### config.mk
export PLATFORM = sky130hd
export DESIGN_NAME = per_class_bounded_queue
export DESIGN_NICKNAME = d
export VERILOG_FILES = /design/src/hw/rtl/pcbq_pkg.sv /design/src/hw/rtl/pcbq_cell.sv /design/src/hw/rtl/pcbq_csr.sv /design/src/hw/rtl/per_class_bounded_queue.sv
export VERILOG_INCLUDE_DIRS = /design/src /design/src/hw/rtl
export SDC_FILE = /design/constraint.sdc
export NUM_CORES = 1
export LEC_CHECK = 0
export ABC_AREA = 1
export BUFFER_PORTS_ARGS = -buffer_cell sky130_fd_sc_hd__buf_4
export CAP_MARGIN = 5
export CORE_ASPECT_RATIO = 1.75
export CORE_MARGIN = 3
export CORE_UTILIZATION = 55
export DETAILED_ROUTE_END_ITERATION = 8
export PLACE_DENSITY = 0.76
export SLEW_MARGIN = 15
export SYNTH_ARGS = -nofsm -noshare
export SYNTH_HDL_FRONTEND = slang
export SYNTH_SLANG_ARGS = --single-unit
### constraint.sdc
create_clock -name clock -period 9.04 [get_ports clock]
set_input_delay 0.904 -clock clock [delete_from_list [all_inputs] [get_ports clock]]
set_output_delay 0.904 -clock clock [all_outputs]
set_load 0.05 [all_outputs]
### src/hw/rtl/per_class_bounded_queue_assert.svh
// Assertion helpers for the per-class bounded queue.
`ifndef PER_CLASS_BOUNDED_QUEUE_ASSERT_SVH
`define PER_CLASS_BOUNDED_QUEUE_ASSERT_SVH

// Same-cycle implication, disabled in reset.
`define PCBQ_ASSERT_SAME(label, clk, rst, ante, cons) \
   label: assert property (@(posedge clk) disable iff (rst) (ante) |-> (cons)) \
      else $error("pcbq: same-cycle check failed");

// Next-cycle implication, disabled in reset.
`define PCBQ_ASSERT_NEXT(label, clk, rst, ante, cons) \
   label: assert property (@(posedge clk) disable iff (rst) (ante) |=> (cons)) \
      else $error("pcbq: next-cycle check failed");

`endif

### src/hw/rtl/pcbq_pkg.sv
`timescale 1ns / 1ps

package pcbq_pkg;

   // Defaults for the top-level parameters
   localparam int QUEUE_DEPTH_DEF = 16;
   localparam int NUM_TOPICS_DEF  = 4;

   // Register map
   localparam int CSR_ADDR_W = 5;
   localparam logic [2:0] CSR_CAP0 = 3'd0;
   localparam logic [2:0] CSR_CAP1 = 3'd1;
   localparam logic [2:0] CSR_CAP2 = 3'd2;
   localparam logic [2:0] CSR_CAP3 = 3'd3;
   localparam logic [2:0] CSR_MASK = 3'd4;
   localparam logic [4:0] CAP_RESET = 5'd4;

   // Request operations
   localparam logic [2:0] OP_ENQUEUE = 3'd0;
   localparam logic [2:0] OP_DEQUEUE = 3'd1;
   localparam logic [2:0] OP_PAUSE   = 3'd2;
   localparam logic [2:0] OP_STOP    = 3'd3;
   localparam logic [2:0] OP_FLUSH   = 3'd4;

   // Response status codes
   localparam logic [2:0] ST_ACCEPTED      = 3'd0;
   localparam logic [2:0] ST_ACCEPTED_DROP = 3'd1;
   localparam logic [2:0] ST_REJECTED      = 3'd2;
   localparam logic [2:0] ST_DELIVERED     = 3'd3;
   localparam logic [2:0] ST_NOTHING       = 3'd4;
   localparam logic [2:0] ST_FINISHED      = 3'd5;
   localparam logic [2:0] ST_DONE          = 3'd6;

   typedef struct packed {
      logic [2:0]  operation;
      logic [1:0]  topic;
      logic [3:0]  sender;
      logic [31:0] payload_handle;
      logic        flag;
   } req_type;

   typedef struct packed {
      logic [2:0]  status;
      logic [1:0]  out_topic;
      logic [3:0]  out_sender;
      logic [31:0] out_payload;
      logic [4:0]  waiting_count;
      logic [31:0] rejected_count;
      logic [31:0] dropped_count;
      logic [31:0] delivered_count;
   } rsp_type;

   // One queued entry as held by a cell
   typedef struct packed {
      logic [1:0]  topic;
      logic [3:0]  sender;
      logic [31:0] payload;
   } entry_type;

   // Broadcast to every cell of the row
   typedef struct packed {
      logic       remove;
      logic       match_en;
      logic [1:0] topic;
   } cell_cmd_type;

   // Configuration as seen by the datapath
   typedef struct packed {
      logic [3:0][4:0] capacity;
      logic [3:0]      latest_mask;
   } cfg_type;

   function automatic logic [31:0] sat_inc(input logic [31:0] value);
      logic [31:0] result;
      result = (value == '1) ? value : value + 32'd1;
      return result;
   endfunction

endpackage

### src/hw/rtl/pcbq_cell.sv
`timescale 1ns / 1ps

// One slot of the queue row: holds an entry, flags a topic match, and
// takes its neighbour's entry when the removal front has reached it.
module pcbq_cell (
   input  logic                  clock,
   input  pcbq_pkg::cell_cmd_type cmd,
   input  logic                  occupied,
   input  logic                  load_sel,
   input  logic                  seen_in,
   output logic                  seen_out,
   input  pcbq_pkg::entry_type   next_entry,
   input  pcbq_pkg::entry_type   new_entry,
   output pcbq_pkg::entry_type   entry
);
   import pcbq_pkg::*;

   entry_type entry_ff;
   entry_type entry_in;
   logic      hit;
   logic      shift;

   // first same-topic entry starts the removal front
   assign hit      = cmd.match_en & occupied & (entry_ff.topic == cmd.topic);
   assign seen_out = seen_in | hit;
   assign shift    = cmd.remove & seen_out;

   // a new entry wins over the shift
   always_comb begin
      entry_in = entry_ff;
      if (shift) begin
         entry_in = next_entry;
      end
      if (load_sel) begin
         entry_in = new_entry;
      end
   end

   always_ff @(posedge clock) begin
      entry_ff <= entry_in;
   end

   assign entry = entry_ff;

endmodule

### src/hw/rtl/pcbq_csr.sv
`timescale 1ns / 1ps

// Configuration registers behind the APB-style port.
module pcbq_csr (
   input  logic                            clock,
   input  logic                            reset,
   input  logic                            psel,
   input  logic                            penable,
   input  logic                            pwrite,
   input  logic [pcbq_pkg::CSR_ADDR_W-1:0] paddr,
   input  logic [31:0]                     pwdata,
   output logic [31:0]                     prdata,
   output logic                            pready,
   output pcbq_pkg::cfg_type               cfg
);
   import pcbq_pkg::*;

   cfg_type    cfg_ff;
   logic [2:0] reg_idx;
   logic       wr_en;

   assign reg_idx = paddr[4:2];
   assign wr_en   = psel & penable & pwrite;
   assign pready  = 1'b1;

   always_ff @(posedge clock) begin
      if (reset) begin
         cfg_ff.capacity    <= {4{CAP_RESET}};
         cfg_ff.latest_mask <= '0;
      end else if (wr_en) begin
         unique case (reg_idx) inside
            CSR_CAP0, CSR_CAP1, CSR_CAP2, CSR_CAP3: begin
               cfg_ff.capacity[reg_idx[1:0]] <= pwdata[4:0];
            end
            CSR_MASK: begin
               cfg_ff.latest_mask <= pwdata[3:0];
            end
            default: begin
            end
         endcase
      end
   end

   // read back
   always_comb begin
      unique case (reg_idx) inside
         CSR_CAP0, CSR_CAP1, CSR_CAP2, CSR_CAP3: begin
            prdata = 32'(cfg_ff.capacity[reg_idx[1:0]]);
         end
         CSR_MASK: begin
            prdata = 32'(cfg_ff.latest_mask);
         end
         default: begin
            prdata = '0;
         end
      endcase
   end

   assign cfg = cfg_ff;

endmodule

### src/hw/rtl/per_class_bounded_queue.sv
`timescale 1ns / 1ps

// Shared FIFO of topic-tagged entries with a per-topic capacity limit.
// Requests: drive req_data and raise start; a request is taken at a clock
// edge where start is high and busy is low. busy stays high for one cycle.
// Each request gives exactly one response: rsp_valid is high for the cycle
// after the busy cycle, and the response is taken at the clock edge that
// ends it. A new request may be taken at that same edge. The busy cycle
// evaluates the topic match chain in the row of entry cells and shifts the
// row to close a removed slot.
// The receiver cannot stall; every response must be taken when shown.
// Configuration goes through the APB-style port (psel, penable, pwrite,
// paddr, pwdata, prdata, pready), zero wait states; the user must write it
// only while idle, and the block itself does not enforce this.
// Register map: capacity of topics 0..3 at 0x0..0xC, latest-value mask
// at 0x10.
// Reset (synchronous): queue empty, input open, delivery paused, counters
// cleared, capacities 4, every topic reliable. No clearing pass is needed.
module per_class_bounded_queue #(
   parameter int QUEUE_DEPTH = pcbq_pkg::QUEUE_DEPTH_DEF,
   parameter int NUM_TOPICS  = pcbq_pkg::NUM_TOPICS_DEF
) (
   input  logic                            clock,
   input  logic                            reset,
   input  logic                            start,
   output logic                            busy,
   input  pcbq_pkg::req_type               req_data,
   output logic                            rsp_valid,
   output pcbq_pkg::rsp_type               rsp_data,
   input  logic                            psel,
   input  logic                            penable,
   input  logic                            pwrite,
   input  logic [pcbq_pkg::CSR_ADDR_W-1:0] paddr,
   input  logic [31:0]                     pwdata,
   output logic [31:0]                     prdata,
   output logic                            pready
);
   import pcbq_pkg::*;

   localparam int CNT_W = $clog2(QUEUE_DEPTH + 1);
   localparam int CMP_W = (CNT_W > 5) ? CNT_W : 5;

   cfg_type cfg;

   // control state
   logic             busy_ff;
   logic             rsp_valid_ff;
   logic [CNT_W-1:0] count_ff,  count_in;
   logic [CNT_W-1:0] tcount_ff [NUM_TOPICS];
   logic [CNT_W-1:0] tcount_in [NUM_TOPICS];
   logic             accepting_ff, accepting_in;
   logic             paused_ff,    paused_in;
   logic             stopping_ff,  stopping_in;
   logic [31:0]      rejected_ff,  rejected_in;
   logic [31:0]      dropped_ff,   dropped_in;
   logic [31:0]      delivered_ff, delivered_in;

   // payload registers
   req_type          req_ff;
   rsp_type          rsp_ff,  rsp_in;

   // datapath signals
   logic             accept;
   logic             topic_ok;
   logic [CNT_W-1:0] same;
   logic [4:0]       cap;
   logic             topic_full;
   logic             topic_latest;
   logic             drop;
   logic             deliver;
   logic             do_load;
   logic [CNT_W-1:0] wr_idx;
   logic [32:0]      drop_sum;
   cell_cmd_type     cmd;
   entry_type        new_entry;
   entry_type        entries [QUEUE_DEPTH];
   logic [QUEUE_DEPTH:0]   seen;
   logic [QUEUE_DEPTH-1:0] occupied;
   logic [QUEUE_DEPTH-1:0] load_sel;

   pcbq_csr u_csr (
      .clock   (clock),
      .reset   (reset),
      .psel    (psel),
      .penable (penable),
      .pwrite  (pwrite),
      .paddr   (paddr),
      .pwdata  (pwdata),
      .prdata  (prdata),
      .pready  (pready),
      .cfg     (cfg)
   );

   assign accept = start & ~busy_ff;

   // topic lookup
   assign topic_ok     = ({1'b0, req_ff.topic} < 3'(NUM_TOPICS));
   assign cap          = cfg.capacity[req_ff.topic];
   assign topic_latest = cfg.latest_mask[req_ff.topic];
   assign topic_full   = (CMP_W'(same) >= CMP_W'(cap));

   always_comb begin
      same = '0;
      for (int t = 0; t < NUM_TOPICS; t++) begin
         if (req_ff.topic == 2'(t)) begin
            same = tcount_ff[t];
         end
      end
   end

   assign drop_sum = {1'b0, dropped_ff} + 33'(count_ff);

   // request evaluation, in the busy cycle of every request
   always_comb begin
      count_in     = count_ff;
      tcount_in    = tcount_ff;
      accepting_in = accepting_ff;
      paused_in    = paused_ff;
      stopping_in  = stopping_ff;
      rejected_in  = rejected_ff;
      dropped_in   = dropped_ff;
      delivered_in = delivered_ff;
      drop         = 1'b0;
      deliver      = 1'b0;
      do_load      = 1'b0;
      wr_idx       = count_ff;
      rsp_in        = '0;
      rsp_in.status = ST_DONE;

      if (busy_ff) begin
         unique case (req_ff.operation)
            OP_ENQUEUE: begin
               if (!accepting_ff || !topic_ok) begin
                  rsp_in.status = ST_REJECTED;
                  rejected_in   = sat_inc(rejected_ff);
               end else if (topic_full && !topic_latest) begin
                  rsp_in.status = ST_REJECTED;
                  rejected_in   = sat_inc(rejected_ff);
               end else if (topic_full && same != '0) begin
                  // latest-value: drop own oldest, append at the freed end
                  drop          = 1'b1;
                  do_load       = 1'b1;
                  wr_idx        = count_ff - 1'b1;
                  rsp_in.status = ST_ACCEPTED_DROP;
                  dropped_in    = sat_inc(dropped_ff);
               end else if (count_ff == CNT_W'(QUEUE_DEPTH)) begin
                  rsp_in.status = ST_REJECTED;
                  rejected_in   = sat_inc(rejected_ff);
               end else begin
                  do_load       = 1'b1;
                  count_in      = count_ff + 1'b1;
                  rsp_in.status = ST_ACCEPTED;
                  for (int t = 0; t < NUM_TOPICS; t++) begin
                     if (req_ff.topic == 2'(t)) begin
                        tcount_in[t] = tcount_ff[t] + 1'b1;
                     end
                  end
               end
            end
            OP_DEQUEUE: begin
               if (count_ff == '0 && stopping_ff) begin
                  rsp_in.status = ST_FINISHED;
               end else if (paused_ff || count_ff == '0) begin
                  rsp_in.status = ST_NOTHING;
               end else begin
                  deliver            = 1'b1;
                  count_in           = count_ff - 1'b1;
                  delivered_in       = sat_inc(delivered_ff);
                  rsp_in.status      = ST_DELIVERED;
                  rsp_in.out_topic   = entries[0].topic;
                  rsp_in.out_sender  = entries[0].sender;
                  rsp_in.out_payload = entries[0].payload;
                  for (int t = 0; t < NUM_TOPICS; t++) begin
                     if (entries[0].topic == 2'(t)) begin
                        tcount_in[t] = tcount_ff[t] - 1'b1;
                     end
                  end
               end
            end
            OP_PAUSE: begin
               paused_in = req_ff.flag;
            end
            OP_STOP: begin
               accepting_in = 1'b0;
               paused_in    = 1'b0;
               stopping_in  = 1'b1;
               if (req_ff.flag) begin
                  dropped_in = drop_sum[32] ? '1 : drop_sum[31:0];
                  count_in   = '0;
                  for (int t = 0; t < NUM_TOPICS; t++) begin
                     tcount_in[t] = '0;
                  end
               end
            end
            OP_FLUSH: begin
               dropped_in = drop_sum[32] ? '1 : drop_sum[31:0];
               count_in   = '0;
               for (int t = 0; t < NUM_TOPICS; t++) begin
                  tcount_in[t] = '0;
               end
            end
            default: begin
            end
         endcase
      end

      rsp_in.waiting_count   = 5'(count_in);
      rsp_in.rejected_count  = rejected_in;
      rsp_in.dropped_count   = dropped_in;
      rsp_in.delivered_count = delivered_in;
   end

   // command broadcast to the row
   assign cmd.remove   = drop | deliver;
   assign cmd.match_en = drop;
   assign cmd.topic    = req_ff.topic;

   assign new_entry.topic   = req_ff.topic;
   assign new_entry.sender  = req_ff.sender;
   assign new_entry.payload = req_ff.payload_handle;

   // dequeue seeds the removal front at the head
   assign seen[0] = deliver;

   // row of entry cells, head at index 0
   for (genvar i = 0; i < QUEUE_DEPTH; i++) begin : g_cell
      entry_type next_entry;

      assign occupied[i] = (CNT_W'(i) < count_ff);
      assign load_sel[i] = do_load & (wr_idx == CNT_W'(i));

      if (i == QUEUE_DEPTH - 1) begin : g_tail
         assign next_entry = entries[i];
      end else begin : g_body
         assign next_entry = entries[i + 1];
      end

      pcbq_cell u_cell (
         .clock      (clock),
         .cmd        (cmd),
         .occupied   (occupied[i]),
         .load_sel   (load_sel[i]),
         .seen_in    (seen[i]),
         .seen_out   (seen[i + 1]),
         .next_entry (next_entry),
         .new_entry  (new_entry),
         .entry      (entries[i])
      );
   end

   // control registers
   always_ff @(posedge clock) begin
      if (reset) begin
         busy_ff      <= 1'b0;
         rsp_valid_ff <= 1'b0;
         count_ff     <= '0;
         for (int t = 0; t < NUM_TOPICS; t++) begin
            tcount_ff[t] <= '0;
         end
         accepting_ff <= 1'b1;
         paused_ff    <= 1'b1;
         stopping_ff  <= 1'b0;
         rejected_ff  <= '0;
         dropped_ff   <= '0;
         delivered_ff <= '0;
      end else begin
         busy_ff      <= accept;
         rsp_valid_ff <= busy_ff;
         count_ff     <= count_in;
         tcount_ff    <= tcount_in;
         accepting_ff <= accepting_in;
         paused_ff    <= paused_in;
         stopping_ff  <= stopping_in;
         rejected_ff  <= rejected_in;
         dropped_ff   <= dropped_in;
         delivered_ff <= delivered_in;
      end
   end

   // request and response payload
   always_ff @(posedge clock) begin
      if (accept) begin
         req_ff <= req_data;
      end
      if (busy_ff) begin
         rsp_ff <= rsp_in;
      end
   end

   assign busy      = busy_ff;
   assign rsp_valid = rsp_valid_ff;
   assign rsp_data  = rsp_ff;

`include "per_class_bounded_queue_assert.svh"

   `PCBQ_ASSERT_NEXT(a_accept_busy, clock, reset, accept, busy_ff)
   `PCBQ_ASSERT_NEXT(a_busy_rsp, clock, reset, busy_ff, rsp_valid_ff && !busy_ff)
   `PCBQ_ASSERT_SAME(a_count_bound, clock, reset, 1'b1, count_ff <= CNT_W'(QUEUE_DEPTH))
   `PCBQ_ASSERT_SAME(a_quiet_fields, clock, reset,
      rsp_valid_ff && rsp_ff.status != ST_DELIVERED,
      {rsp_ff.out_topic, rsp_ff.out_sender, rsp_ff.out_payload} == '0)

endmodule

After elaboration in Yosys (flattened, before gate mapping)
Index checks and enable logic that the tools add are counted. Widths: inputs -> output; s select.

Add/subtract/negate cells: 14. Magnitude comparators: 19. Eq/ne operators: 63. Muxes and demuxes: 117. Bitwise gates (word level): 82. Reduce and logical (&&, ||, !) cells: 40.

Operator list (number): $mux 38 (30); $mux 32 (19); $mux 20 (7); $mux 5 (28); $add 32x1->32 const B (3); $eq 32x32->1 const B (3); $pmux 32 s3 (1); $pmux 20 s4 (1); $and 1x1->1 (64); $reduce_and 11->1 (4); $eq 5x4->1 const B (8); $lt 4x5->1 const A (7); $add 32x5->33 (1); $reduce_bool 2->1 (16); $eq 2x2->1 (15); $ne 2x2->1 const B (15); $add 5x1->5 const B (5); $sub 5x1->5 const B (5); $bmux 5 s2 (2); $bwmux 20 (1); $eq 5x3->1 const B (4); $lt 3x5->1 const A (4); $pmux 5 s4 (1); $mux 1 (16); 33 further kinds (75).

Bits in registers: 942. Output and inout bits: 177.

Depth between registers and ports, before layout
Gate-level depths: netlist (run 1).

Depth after elaboration: 32. Mapped depth: 28. Mapped depth without buffers: 26.

Cells and area by module
From an unflattened synthesis (run 1), not the netlist that was laid out.

Cells, all modules: 5089. Area total of the unflattened synthesis: 44986.9 sq um.

By module, submodules not included: pcbq_cell (instances 16, cells an instance 176, area an instance 1690.4 sq um, sequential area each 1141.1 sq um); per_class_bounded_queue (instances 1, cells an instance 2030, area an instance 16311.9 sq um, sequential area each 8047.7 sq um); pcbq_csr (instances 1, cells an instance 243, area an instance 1629.1 sq um, sequential area each 480.5 sq um).

Least setup slack after synthesis (run 1)
No wires, ideal clock.

Kind: register to register. Start point: reg busy_ff, in the netlist busy. End point: reg g_cell[15].u_cell.entry_ff, in the netlist g_cell[15].u_cell.entry[0] (enable). Setup time: 0.480 ns. Arrival: 8.624 ns. Path slack: -0.065 ns. Stages on the path, launching flop included: 12. Buffers on the path: 1. Clock period less this slack: 9.105 ns. Cell sequence: dfxtp_1 inv_1 nor2_8 inv_4 nor2_4 inv_2 nor2_8 buf_6 nand2_4 xor2_4 nand2_1 nor3_1.

Cells in the longest elaborated chain, start to end: 3. Elaborated cells between the ends (all ways): 4. Classes of those cells: eq/ne (1); mux (2); bitwise (1).

RTL lines: start: declaration (RTL line per_class_bounded_queue.sv:46) `logic busy_ff;`; start signal: assignment (RTL line per_class_bounded_queue.sv:267) `busy_ff <= accept;`; $mux 5 (RTL line per_class_bounded_queue.sv:130) `if (busy_ff) begin`; $eq 5x4->1 (RTL line per_class_bounded_queue.sv:230) `assign load_sel[i] = do_load & (wr_idx == CNT_W'(i));`; $and 1x1->1 (*) (RTL line per_class_bounded_queue.sv:230); net g_cell[15].u_cell.load_sel (RTL line pcbq_cell.sv:9) `input logic load_sel,`; end signal: assignment (RTL line pcbq_cell.sv:40) `entry_ff <= entry_in;`; end: declaration (RTL line pcbq_cell.sv:18) `entry_type entry_ff;`.

Mark *: on every way through the listed nets, which the timed path passes. The rest lies on a longest branch. A chain may end at the register's enable or synchronous reset.

Worst setup path after layout (run 1)
Start point: reg req_ff, in the netlist cmd[0]. End point: reg g_cell[8].u_cell.entry_ff, in the netlist g_cell[8].u_cell.entry[17] (enable).

Cells in the longest elaborated chain, start to end: 25. Elaborated cells between the ends (all ways): 73. Classes of those cells: order compare (1); eq/ne (13); mux (23); bitwise (30); reduce/logical (6).

RTL lines: start: declaration (RTL line per_class_bounded_queue.sv:59) `req_type req_ff;`; start signal: assignment (RTL line per_class_bounded_queue.sv:283) `req_ff <= req_data;`; $logic_not 2->1 (RTL line per_class_bounded_queue.sv:105) `if (req_ff.topic == 2'(t)) begin`; $mux 5 (4 in series) (RTL line per_class_bounded_queue.sv:105); $ge 5x5->1 / $reduce_bool 5->1 (equally long branches) (RTL line per_class_bounded_queue.sv:100, per_class_bounded_queue.sv:139); $logic_and 1x1->1 (RTL line per_class_bounded_queue.sv:139) `end else if (topic_full && same != '0) begin`; $mux 1 (RTL line per_class_bounded_queue.sv:139); $mux 1 (RTL line per_class_bounded_queue.sv:136) `end else if (topic_full && !topic_latest) begin`; $mux 1 (RTL line per_class_bounded_queue.sv:133) `if (!accepting_ff || !topic_ok) begin`; $mux 1 (RTL line per_class_bounded_queue.sv:131) `unique case (req_ff.operation)`; $mux 1 (RTL line per_class_bounded_queue.sv:130); $and 1x1->1 (2 in series) (RTL line pcbq_cell.sv:24) `assign hit = cmd.match_en & occupied & (entry_ff.topic == cmd.topic);`; $or 1x1->1 (9 in series) (RTL line pcbq_cell.sv:25) `assign seen_out = seen_in | hit;`; $and 1x1->1 (RTL line pcbq_cell.sv:26) `assign shift = cmd.remove & seen_out;`; $reduce_bool 2->1 (no line) (*); end signal: assignment (RTL line pcbq_cell.sv:40); end: declaration (RTL line pcbq_cell.sv:18).

Every way passes the cells marked *; elsewhere a longest branch is shown, timed or not. The select of a mux whose other input is x is not followed.

==> flow_summary.ini, run 1 <==
[run_status]
outcome = complete, no violations

[clock_tree]
cts_sinks = 942
cts_inserted_buffers = 84
clockRootBuffer = clkbuf_16
clk_pin_slew_ns = 0.06
post_cts_buffers = 0
htreeDepth = 3
clock_tree.buffer_depth = 3
cts_tree = built
ctsResizeCount = 0
postCtsHoldBufs = 0
clk_latency_ns = 0.67

[place]
dp.cells = 5111
placed_area_mm2 = 0.0440
dp_hpwl_um = 65400
gp_congestion = 0.967
place.port_buffers = 204

[power_and_ir_drop]
finalPower_w = 0.00875
power.density_mw_per_mm2 = 187
vdd_ir_drop_max_mv = 0.171
leakage_nw = 18.2

[cells_and_area]
fin_area_mm2 = 0.0467
layout_common_cells = nand2_1, edfxtp_1, o21ai_1
final_common_cell = nand2_1
layout-drive-gt1-share_pct = 11.6
antenna_cells = 0
final_nets = 4303
area_delta_synth_final_pct = 11.1
layout.cells.non_filler = 5264
fill_cells = 6126

[global_routing]
antenna_found_initial = 0
grt_max_degree = 78
first_global_vias = 28400
overflow = 0
grt_pass1_wl_um = 149000
track_usage_pct = 23.3

[timing]
max_freq_mhz = 159
fin_crit_sh_pct = 69.5
period_minus_slack_ns = 6.29
relSlewSlack_pct = 27.7
rsz0062_at_grt = false
maxSlewViolCount = 0
finClkSkew_ns = 0.0299
hold_viol_final = 0
finalSetupViolations = 0
tightest_slew_ns = 1.08
fin_tns_setup_ns = 0

[detailed_routing]
ant_nets = 0
drt_iter0_markers = 2239
dr.pass1.iters = 6
vias = 29000
wl_per_cell_um = 17.7
drc_errors = 0
drt_wl_total_um = 93100
vias_per_cell = 5.50

[synth]
synth_cell_types = 66
synth-seq-cells = 942
synth_top_area_share_pct = 56.5
synth_cells = 4084
yosysWarnings = 0
avgSynthCellArea_um2 = 10.3
yosysSeqAreaShare_pct = 63.7
async_flop_share_pct = 0
synth_top_cell_by_area = edfxtp_1
synth_area_leaders = edfxtp_1, nand2_1, dfxtp_1
synth_area_mm2 = 0.0421
synth_edf_count = 792
synth_flop_cell = edfxtp_1

[worst_setup_path]
crit_type = reg -> reg
path_max_fanout = 77
worst_setup_path_start_kind = register
crit_required_ns = 9.12
end_kind = register
cp.arrival_ns = 6.37

[floorplan]
core.rowCount = 133
dieArea_mm2 = 0.0800
start_util_pct = 55.7
die_y_um = 372
core_region_area_mm2 = 0.0756
die_w_um = 215
io_pins = 262

[min_path]
min_path_type = in -> reg

[run]
timing.max_cap.violations = 0
state kept, by name (all words and copies together) (netlist names), 2 cells and up:
register             count
cmd                      2
count_ff                 5
delivered_ff            32
dropped_ff              32
g_cell.u_cell.entry    608
new_entry               36
rejected_ff             32
req_ff                   4
rsp_data               142
tcount_ff               20
u_csr.cfg               24
critical path, cell delays in order (launching register included):
cell      delay (ns)
edfxtp_1        0.32
buf_4           0.38
inv_2           0.30
nand2_1         0.32
o22ai_1         0.14
a221oi_1        0.25
ha_1            0.32
a21o_1          0.19
nand2_1         0.05
nand4_1         0.43
nand2_2         0.28
nand3_4         0.13
nor2_8          0.30
inv_2           0.16
nand2_1         0.13
o21ai_4         0.12
inv_2           0.11
nor2_4          0.07
nand2_2         0.06
buf_4           0.60
nand3_2         0.99
power by group:
group | internal, W | switching [W] | total [W]
Clock | 0.00198 | 0.00159 | 0.00358
Combinational | 0.000100 | 0.000343 | 0.000443
Sequential | 0.00470 | 0.0000300 | 0.00473
Total | 0.00679 | 0.00197 | 0.00875
synthesized netlist by cell type (all sizes together) (2+ instances only):
master,instances
nand2,958
edfxtp,792
o21ai,704
inv,353
nor2,245
a21oi,151
dfxtp,150
clkbuf,134
buf,118
nand3,94
xor2,69
nand4,54
nor3,49
ha,28
o22ai,23
and2,17
nor4,17
or2,17
a221oi,15
xnor2,15
o211ai,14
a22oi,11
a211oi,9
a31oi,5
fa,5
a21o,4
o21a,4
nand3b,3
o2111ai,3
o211a,3
o221ai,3
o31ai,3
and3,2
conb,2
nor3b,2
or3,2
worst paths after layout:
path	start	cells past startpoint	endpoint	slack, ns
worst max-delay path	cmd[0]	20	g_cell[8].u_cell.entry[17]	2.75
worst max register to register	cmd[0]	20	g_cell[8].u_cell.entry[17]	2.75
worst min register to register	new_entry[25]	0	g_cell[15].u_cell.entry[25]	0.43
worst min-delay path	req_data[10]	1	new_entry[9]	0.40
area by class of cell:
type	count	area (um^2)	area share (%)
clock inverters	51	552	1.18
clock buffers	102	2200	4.71
flip-flops and latches	942	26800	57.3
multi-input cells	2563	12800	27.4
well taps	1012	1270	2.71
repair buffers	241	1810	3.87
inverters	353	1340	2.86
metal layers:
layer / global-route usage, % / wire [um] / up-vias
met2: 43.4 / 49500 / 793
met4: 12.0 / 4410 / 0
met3: 3.19 / 4120 / 214
met5: 0 / 0 / -
li1: - / - / 14200
met1: 26.0 / 35100 / 13700
per-stage QoR:
stage	hold slack (ns)	worst slack (ns)	util, %
2_1_floorplan	0.426	1.99	-
3_3_place_gp	0.430	2.80	58.2
3_5_place_dp	0.435	2.75	58.2
4_1_cts	0.350	2.72	61.9
5_1_grt	0.371	2.33	61.9
6_report	0.403	2.75	61.9
cells by family (layout without fill, tap and decap cells):
group	count (synthesis)	in the layout	share of synthesized area, %
AOI/OAI and AO/OA	958	958	12.1
xor gates and xnor gates	84	84	1.86
adders and majority gates	33	33	1.07
buffers and inverters	605	747	6.27
DFF	942	942	63.7
other	2	28	0.0179
and+or+nand+nor	1460	1460	15.0
(Power assumes the default switching activity.)
==> inputs of run 2 (changes only) <==
--- a/config.mk
+++ b/config.mk
@@ -13,7 +13,7 @@
 export CORE_MARGIN = 3
 export CORE_UTILIZATION = 55
 export DETAILED_ROUTE_END_ITERATION = 8
-export PLACE_DENSITY = 0.76
+export PLACE_DENSITY = 0.73
 export SLEW_MARGIN = 15
 export SYNTH_ARGS = -nofsm -noshare
 export SYNTH_HDL_FRONTEND = slang
==> constraint.sdc (replaced) <==
create_clock -name clock -period 6.34 [get_ports clock]
set_input_delay 0.634 -clock clock [delete_from_list [all_inputs] [get_ports clock]]
set_output_delay 0.634 -clock clock [all_outputs]
set_load 0.05 [all_outputs]
==> run 2 against run 1 <==
Net effect:
- critical path type unchanged
- maximum frequency increased by 22%
- largest power group unchanged
- sequential share of layout area down 0.057 points
- die area did not move
- final cell count rose by 0.23%
- clock skew is 0.012 ns lower
- sequential cell count stayed put
==> flow_summary.ini, run 2 (same netlist as run 1, synthesis figures left out) <==
[timing]
period_minus_slack_ns = 5.15
maxSlewViolCount = 0
tightest_slew_ns = 1.07
relSlewSlack_pct = 28.7
rsz0062_at_grt = false
finClkSkew_ns = 0.0176
hold_ws_ns = 0.140
fin_crit_sh_pct = 81.2
hold_viol_final = 0
finalSetupViolations = 0
max_freq_mhz = 194
fin_tns_setup_ns = 0

[min_path]
min_path_type = in -> reg
hp-start = req_data[26]
min_to = new_entry[25]
min_path_cells = 1

[floorplan]
die_y_um = 372
core_region_area_mm2 = 0.0756
dieArea_mm2 = 0.0800
core.rowCount = 133
start_util_pct = 55.7
io_pins = 262
die_w_um = 215

[worst_setup_path]
r2r_end = g_cell[14].u_cell.entry[16]
reg2reg_depth = 19
cp.arrival_ns = 5.54
path_max_fanout = 39
crit_path_cell_trace = inv_4 > nand2_1 > inv_1 > a221oi_1 > ha_1 > a21o_1 > nand2_1 > nand4_1 > nand2_2 > nand3_4 > nor2_8 > nand2_1 > xor2_2 > nand2_1 > inv_2 > nand2_2 > buf_12 > nand2_1 > o21ai_1
crit_required_ns = 6.73
slowest_stage = edfxtp_1
end_kind = register
rrSetupSlack_ns = 1.19
path_buf_inv = 4
crit_cells = 19
worst_setup_path_start_kind = register
crit_family = simple AND/OR/NAND/NOR gates
cp_slowest_stage_delay_ns = 0.51
crit_type = reg -> reg
r2r-start = cmd[1]
path_common_cell = nand2_1

[global_routing]
track_usage_pct = 24.2
grt_pass1_wl_um = 153000
first_global_vias = 28400
overflow = 0
antenna_found_initial = 0
grt_max_degree = 119

[run]
timing.max_cap.violations = 0

[clock_tree]
cts_inserted_buffers = 83
clock_tree.buffer_depth = 3
cts_sinks = 942
clk_latency_ns = 0.67
clockRootBuffer = clkbuf_16
clk_pin_slew_ns = 0.07
post_cts_buffers = 0
ctsResizeCount = 0
cts_tree = built
postCtsHoldBufs = 0
htreeDepth = 3

[detailed_routing]
vias_per_cell = 5.54
drt_wl_total_um = 97600
drt_iter0_markers = 2311
wl_per_cell_um = 18.5
dr.pass1.iters = 8
drc_errors = 0
vias = 29200
ant_nets = 0

[place]
dp_hpwl_um = 66000
gp_congestion = 0.927
place.port_buffers = 204

[cells_and_area]
final_nets = 4315
largest_reg_flops = 608
fill_cells = 6162
layout-drive-gt1-share_pct = 11.8
antenna_cells = 0
final_common_cell = nand2_1
utilization_pct = 61.9
layout_common_cells = nand2_1, edfxtp_1, o21ai_1
area_delta_synth_final_pct = 11.2

[power_and_ir_drop]
swShare_pct = 22.3
vdd_ir_drop_max_mv = 0.255
clockPowerShare_pct = 40.3
intPower_w = 0.00959
combPwrFrac_pct = 5.0
switching_power_w = 0.00276
finalPower_w = 0.0123
power.density_mw_per_mm2 = 264
seq_power_share_pct = 54.7
leakage_nw = 18.3

[run_status]
outcome = complete, no violations
[run 2: how the worst max path moves through the flow]
stage	start	endpoint	slack, ns
2_1_floorplan	busy	g_cell[13].u_cell.entry[0]	0.17
3_3_place_gp	cmd[1]	g_cell[14].u_cell.entry[21]	1.17
3_5_place_dp	cmd[1]	g_cell[14].u_cell.entry[16]	1.15
4_1_cts	cmd[1]	g_cell[14].u_cell.entry[16]	1.12
5_1_grt	cmd[1]	g_cell[14].u_cell.entry[22]	0.79
6_report	cmd[1]	g_cell[14].u_cell.entry[16]	1.19
[run 2: power groups by stage]
stage                     Clock [W]  Sequential [W]  Combinational (W)
after global routing        0.00530         0.00676           0.000666
final                       0.00497         0.00675           0.000618
after global placement            0         0.00689           0.000612
after CTS                   0.00509         0.00675           0.000621
after floorplan                   0         0.00699           0.000323
after detailed placement          0         0.00689           0.000619
[run 2: through the flow]
step | area (um^2) | setup slack [ns] | std cells
after floorplan | 42200 | 0.169 | 4110
after global placement | 44100 | 1.17 | 5124
after detailed placement | 44100 | 1.15 | 5124
after CTS | 46800 | 1.12 | 5276
after global routing | 46800 | 0.788 | 5276
final | 46800 | 1.19 | 5276
[run 2: routing by layer]
metal	vias to the layer above	share of wire, %	track usage, %
met4	0	5.0	11.8
met5	-	0	0
li1	14200	-	-
met2	935	53	45.6
met3	263	5.4	3.47
met1	13800	37	26.8
[run 2: worst register-to-register path, stage by stage (launching register included)]
cell	delay, ns
edfxtp_1	0.51
inv_4	0.17
nand2_1	0.22
inv_1	0.12
a221oi_1	0.31
ha_1	0.31
a21o_1	0.19
nand2_1	0.06
nand4_1	0.44
nand2_2	0.30
nand3_4	0.13
nor2_8	0.28
nand2_1	0.15
xor2_2	0.30
nand2_1	0.18
inv_2	0.13
nand2_2	0.50
buf_12	0.42
nand2_1	0.09
o21ai_1	0.06
[run 2: area by class of cell]
type	instances	area, um^2	share of cell area, %
flip-flops and latches	942	26800	57.2
multi-input cells	2563	12800	27.4
clock buffers	106	2210	4.73
repair buffers	254	1940	4.15
inverters	353	1340	2.85
well taps	1012	1270	2.71
clock inverters	46	437	0.933
